--- src/design/lambert_diffuse_shade_defines.svh ---
// Assertion macros shared by the diffuse shading block.
// Included by the RTL files that carry concurrent assertions; depends on nothing.
`ifndef LAMBERT_DIFFUSE_SHADE_DEFINES_SVH
`define LAMBERT_DIFFUSE_SHADE_DEFINES_SVH
`ifndef ASSERT_OFF
`define LDS_ASSERT_IMP(name, clock, reset, ante, cons) \
  name: assert property (@(posedge clock) disable iff (reset) (ante) |-> (cons)) \
    else $error("lds: assertion failed");
`define LDS_ASSERT_NXT(name, clock, reset, ante, cons) \
  name: assert property (@(posedge clock) disable iff (reset) (ante) |=> (cons)) \
    else $error("lds: assertion failed");
`else
`define LDS_ASSERT_IMP(name, clock, reset, ante, cons)
`define LDS_ASSERT_NXT(name, clock, reset, ante, cons)
`endif
`endif

--- src/design/lds_pkg.sv ---
// Types, widths and register codes of the diffuse shading block.
// Used by every module of the block; depends on nothing.
`default_nettype none
package lds_pkg;

  localparam int COORD_WIDTH = 32;
  localparam int DIFF_W      = COORD_WIDTH + 1;
  localparam int BITLEN_W    = $clog2(DIFF_W + 1);
  localparam int NORM_W      = 30;
  localparam int SQ_W        = 2 * NORM_W;
  localparam int SUM_W       = SQ_W + 2;
  localparam int RES_W       = SUM_W + 1;
  localparam int ISQ_STEPS   = SUM_W / 2 + 1;
  localparam int ROOT_W      = NORM_W + 1;
  localparam int QUO_W       = ROOT_W + 1;
  localparam int NRM_W       = 16;
  localparam int OC_W        = 16;
  localparam int COL_W       = 25;

  localparam int NUM_REGS  = 7;
  localparam int REG_IDX_W = $clog2(NUM_REGS);
  localparam int DATA_W    = (COORD_WIDTH > 32) ? 64 : 32;
  localparam int ADDR_LSB  = (COORD_WIDTH > 32) ? 3 : 2;
  localparam int ADDR_W    = ADDR_LSB + REG_IDX_W;

  typedef enum logic [REG_IDX_W-1:0] {
    REG_LIGHT_POS_X = 3'd0,
    REG_LIGHT_POS_Y = 3'd1,
    REG_LIGHT_POS_Z = 3'd2,
    REG_LIGHT_RED   = 3'd3,
    REG_LIGHT_GREEN = 3'd4,
    REG_LIGHT_BLUE  = 3'd5,
    REG_BRIGHTNESS  = 3'd6
  } reg_index_t;

  typedef struct packed {
    logic [7:0]                    obj_red;
    logic [7:0]                    obj_green;
    logic [7:0]                    obj_blue;
    logic signed [COORD_WIDTH-1:0] hit_x;
    logic signed [COORD_WIDTH-1:0] hit_y;
    logic signed [COORD_WIDTH-1:0] hit_z;
    logic signed [NRM_W-1:0]       normal_x;
    logic signed [NRM_W-1:0]       normal_y;
    logic signed [NRM_W-1:0]       normal_z;
  } in_item_t;

  typedef struct packed {
    logic [7:0] diffuse_red;
    logic [7:0] diffuse_green;
    logic [7:0] diffuse_blue;
  } out_item_t;

  typedef struct packed {
    logic signed [COORD_WIDTH-1:0] light_pos_x;
    logic signed [COORD_WIDTH-1:0] light_pos_y;
    logic signed [COORD_WIDTH-1:0] light_pos_z;
    logic [7:0]                    light_red;
    logic [7:0]                    light_green;
    logic [7:0]                    light_blue;
    logic [8:0]                    brightness;
  } cfg_t;

  // Data that rides alongside the root and reciprocal pipelines.
  typedef struct packed {
    logic [2:0][NORM_W-1:0] mag;
    logic [2:0]             neg;
    logic                   zero;
    logic [2:0][NRM_W-1:0]  normal;
    logic [2:0][COL_W-1:0]  colour;
  } side_t;

endpackage
`default_nettype wire

--- src/design/lds_regs.sv ---
// Configuration register file behind the APB-style port.
// Depends on lds_pkg.
`default_nettype none
module lds_regs import lds_pkg::*; (
  input  logic              clk,
  input  logic              rst,
  input  logic              psel,
  input  logic              penable,
  input  logic              pwrite,
  input  logic [ADDR_W-1:0] paddr,
  input  logic [DATA_W-1:0] pwdata,
  output logic [DATA_W-1:0] prdata,
  output logic              pready,
  output cfg_t              cfg
);

  reg_index_t idx;
  logic       wr;

  assign idx    = reg_index_t'(paddr[ADDR_W-1:ADDR_LSB]);
  assign wr     = psel && penable && pwrite;
  assign pready = 1'b1;

  always_ff @(posedge clk) begin
    if (rst) begin
      cfg.light_pos_x <= '0;
      cfg.light_pos_y <= '0;
      cfg.light_pos_z <= '0;
      cfg.light_red   <= 8'd255;
      cfg.light_green <= 8'd255;
      cfg.light_blue  <= 8'd255;
      cfg.brightness  <= 9'd256;
    end else if (wr) begin
      case (idx)
        REG_LIGHT_POS_X: cfg.light_pos_x <= pwdata[COORD_WIDTH-1:0];
        REG_LIGHT_POS_Y: cfg.light_pos_y <= pwdata[COORD_WIDTH-1:0];
        REG_LIGHT_POS_Z: cfg.light_pos_z <= pwdata[COORD_WIDTH-1:0];
        REG_LIGHT_RED:   cfg.light_red   <= pwdata[7:0];
        REG_LIGHT_GREEN: cfg.light_green <= pwdata[7:0];
        REG_LIGHT_BLUE:  cfg.light_blue  <= pwdata[7:0];
        REG_BRIGHTNESS:  cfg.brightness  <= pwdata[8:0];
        default: ;
      endcase
    end
  end

  always_comb begin
    case (idx)
      REG_LIGHT_POS_X: prdata = DATA_W'(cfg.light_pos_x);
      REG_LIGHT_POS_Y: prdata = DATA_W'(cfg.light_pos_y);
      REG_LIGHT_POS_Z: prdata = DATA_W'(cfg.light_pos_z);
      REG_LIGHT_RED:   prdata = DATA_W'(cfg.light_red);
      REG_LIGHT_GREEN: prdata = DATA_W'(cfg.light_green);
      REG_LIGHT_BLUE:  prdata = DATA_W'(cfg.light_blue);
      REG_BRIGHTNESS:  prdata = DATA_W'(cfg.brightness);
      default:         prdata = '0;
    endcase
  end

endmodule
`default_nettype wire

--- config.mk ---
export PLATFORM = sky130hd
export DESIGN_NAME = lds_regs
export DESIGN_NICKNAME = d
export VERILOG_FILES = /design/src/design/lambert_diffuse_shade_defines.svh /design/src/design/lds_pkg.sv /design/src/design/lds_regs.sv
export SDC_FILE = /design/constraint.sdc
export NUM_CORES = 1
export LEC_CHECK = 0
export BUFFER_PORTS_ARGS = -buffer_cell sky130_fd_sc_hd__buf_2
export CAP_MARGIN = 25
export CELL_PAD_IN_SITES_DETAIL_PLACEMENT = 0
export CELL_PAD_IN_SITES_GLOBAL_PLACEMENT = 1
export CORE_ASPECT_RATIO = 1.75
export CORE_MARGIN = 2
export CORE_UTILIZATION = 37
export CTS_CLUSTER_DIAMETER = 50
export DETAILED_ROUTE_END_ITERATION = 10
export GPL_TIMING_DRIVEN = 0
export PLACE_DENSITY = 0.84
export SYNTH_ARGS = -nofsm -noshare
export SYNTH_HDL_FRONTEND = slang
export SYNTH_SLANG_ARGS = --single-unit
export TNS_END_PERCENT = 1
--- constraint.sdc ---
create_clock -name clk -period 1.8 [get_ports clk]
set_clock_uncertainty 0.2 [all_clocks]
set_input_delay 0.27 -clock clk [delete_from_list [all_inputs] [get_ports clk]]
set_output_delay 0.27 -clock clk [all_outputs]
set_load 0.03 [all_outputs]
==> flow_summary_export.csv <==
group,metric,value,unit
finish,syn2layout_area_growth,40.2,%
route,drc_errors,0,
die,coreArea,16800,um^2
die,rows,63,
synth,yosys_warnings,0,
worst_setup_path,critical_path.max_fanout,10,
sta,finalCritPeriodShare,1.11,
synth,ys_seq_area_frac,0.409,
worst_setup_path,end_kind,"primary output",
finish,antenna_cells,0,
clock_tree,cts.path.max_buffers,2,
sta,max_freq,499,MHz
global_routing,overflow,0,
clock_tree,root_buffer,"clkbuf_16",
global_routing,grt_usage,0.272,
global_routing,grt_pass1_vias,6512,
worst_hold_path,hp-class,"input port to flip-flop",
clock_tree,numCtsBuffers,17,
clock_tree,clk_latency,0.42,ns
place,detailed_place_hpwl,18.3,mm
clock_tree,tritoncts,"built",
synth,synth_seq_cells,129,
sta,layout_min_cycle_time,2.00,ns
finish,largestRegisters,"cfg: 129 flops",
sta,slew_violations,0,
place,gp_congestion,0.869,
synth,synth_area,6310,um^2
global_routing,grt_max_degree,17,
sta,hold_violations,0,
clock_tree,clkTransAtPathRegs,0.06,ns
sta,maxSlewHeadroom,0.555,
sta,tightestPinTransition,0.666,ns
worst_setup_path,worstSetupPathType,"input port to primary output",
die,start_util,0.376,
route,route.detailed.wl_per_inst,20.4,um
finish,drive_gt1_frac,0.329,
worst_setup_path,crit_path_start_kind,"input port",
worst_setup_path,critPathSlowestCell,"o32a_1",
pwr,peakVddDrop,0.538,mV
synth,syn_area_per_cell,8.75,um^2
finish,largest_register_ff_count,129,
place,place_ws,-0.635,ns
job,maxCapViolCount,0,
route,vias_per_cell,5.44,
route,antenna_left,0,
worst_setup_path,slowest_delay,0.42,ns
synth,ys.flop_type,"dfxtp_1",
place,post-place-cells,1146,
worst_setup_path,cp_common_cell,"buf_4",
worst_setup_path,path_delay_family,"buffers and inverters",
pwr,p_leak,3.73,nW
route,wirelength,24.6,mm
global_routing,antenna_found_initial,0,
die,die_w,103,um
route,dr.pass1.iters,5,
global_routing,grt_pass1_wl,36.9,mm
synth,synthesis.nets,763,
die,die_h,177,um
outcome,run_status,"finished, violations left",
worst_setup_path,crit_chain,"buf_4 -> buf_8 -> buf_12 -> nand2_4 -> o32a_1 -> o211ai_1 -> buf_4",
synth,syn_inst,721,
synth,synth_cell_types,40,
pwr,power-per-cell-area,808,nW/um^2
synth,synthArstFlopShare,0,
route,drt_iter0_drc,445,
synth,synth_edf_count,0,
worst_setup_path,arrival,1.53,ns
outcome,violations,"setup timing",
route,vias,6578,
die,dieArea,18100,um^2
clock_tree,cts_max_level,4,
worst_setup_path,critPathRequiredTime,1.33,ns
sta,rsz0062_at_grt,"yes",
finish,finish.net_count,1011,
finish,stdcell_count,1209,
place,portBuffers,198,
worst_setup_path,crit_buf_inv,4,
sta,timing.final.ws_setup,-0.205,ns
clock_tree,cts_num_sinks,129,
finish,largest-register,"cfg",
die,pin_count,204,
sta,setup_viol,30,
-- power by group --
group	leakage [nW]	switching [mW]	internal (mW)
registers	1.04	0.0191	2.88
clock network	0.272	1.29	2.10
logic	2.41	0.532	0.326
-- metrics by stage --
stage	hold WS, ns	area (um^2)	power [mW]	util	setup TNS, ns
final	0.113	8850	7.15	0.527	-2.19
after global routing	0.127	8850	7.31	0.527	-3.92
after CTS	0.0871	8800	7.16	0.524	-2.02
after detailed placement	0.277	7630	3.68	0.455	-25.70
after global placement	0.273	7630	3.68	0.455	-26.05
after floorplan	0.218	6360	3.40	-	-0.942
-- cell type report --
cell class,count,area (um^2)
plain buffers,73,533
clock buffers,22,464
clock inverters,10,110
fillers,1633,7940
inverters,6,22.5
multi-input cells,511,3450
flip-flops and latches,129,2590
well taps,227,284
repair buffers,231,1380
-- cell usage after synthesis, drive strengths merged, types with 2 or more instances --
master,number,area share
a21oi,71,0.056
a2bb2oi,23,0.032
inv,6,0.0036
nand2b,53,0.054
mux2i,90,0.14
a31oi,7,0.0069
or2,2,0.0020
nor3,2,0.0052
clkbuf,34,0.020
buf,41,0.041
o21ai,80,0.063
dfxtp,129,0.41
nor2b,12,0.012
nand2,2,0.0028
o211ai,6,0.0071
o32a,6,0.0095
nor4bb,6,0.0095
o31ai,7,0.0083
nand3,71,0.056
nor2,60,0.038
-- path summary, 6_finish.rpt --
check	from	end	slack (ns)	depth (start not counted)
min	paddr[2]	cfg[110]	0.11	4
min reg2reg	cfg[117]	cfg[117]	0.29	2
max reg2reg	cfg[7]	cfg[7]	0.79	3
max	paddr[3]	prdata[6]	-0.20	7
-- logic make-up after synthesis --
logic type             after synthesis  share of synthesized area
DFF                                129                      0.409
muxes                               91                      0.145
other                                1                   0.000595
and+or+nand+nor                    213                      0.188
AOI/OAI and AO/OA                  206                      0.192
buffers and inverters               81                     0.0653
-- cells in the final DEF (no fill, tap or decap), types with 6 or more instances in the layout --
cell type,synthesis,routed
clkbuf_16,0,17
nor2_2,0,21
o211ai_1,6,6
buf_8,0,8
a2bb2oi_1,23,18
mux2i_1,90,88
dfxtp_1,129,119
dlygate4sd3_1,0,32
nor2_1,58,37
clkbuf_1,34,33
dfxtp_2,0,10
nand2b_1,52,52
nand3_1,71,71
nor2b_1,11,10
nor4bb_1,6,6
buf_2,20,189
buf_6,6,11
a21oi_1,71,71
inv_1,6,6
a31oi_1,7,7
o31ai_1,7,7
o21ai_0,80,80
o32a_1,6,6
buf_4,10,27
-- tightest hold or removal path, stage by stage --
cell and delay, ns:
buf_4 0.16, nor2_4 0.10, nand3_1 0.09, a21oi_1 0.05
-- repair_timing --
| item | 4_1_cts | 5_1_grt |
|---|---|---|
| hold buffers | 32 | 0 |
| pin swaps | 9 | 1 |
| buffers inserted | 1 | 0 |
| hold endpoints to repair | 91 | 0 |
| setup endpoints to repair | 32 | 32 |
| resized for setup | 86 | 12 |
-- layer usage --
metal | GRT usage | routed length (um)
met1 | 0.297 | 9070
met4 | 0.133 | 946
met3 | 0.0458 | 1400
met5 | 0 | 0
met2 | 0.493 | 13200
Power figures use the tool's default switching activity.
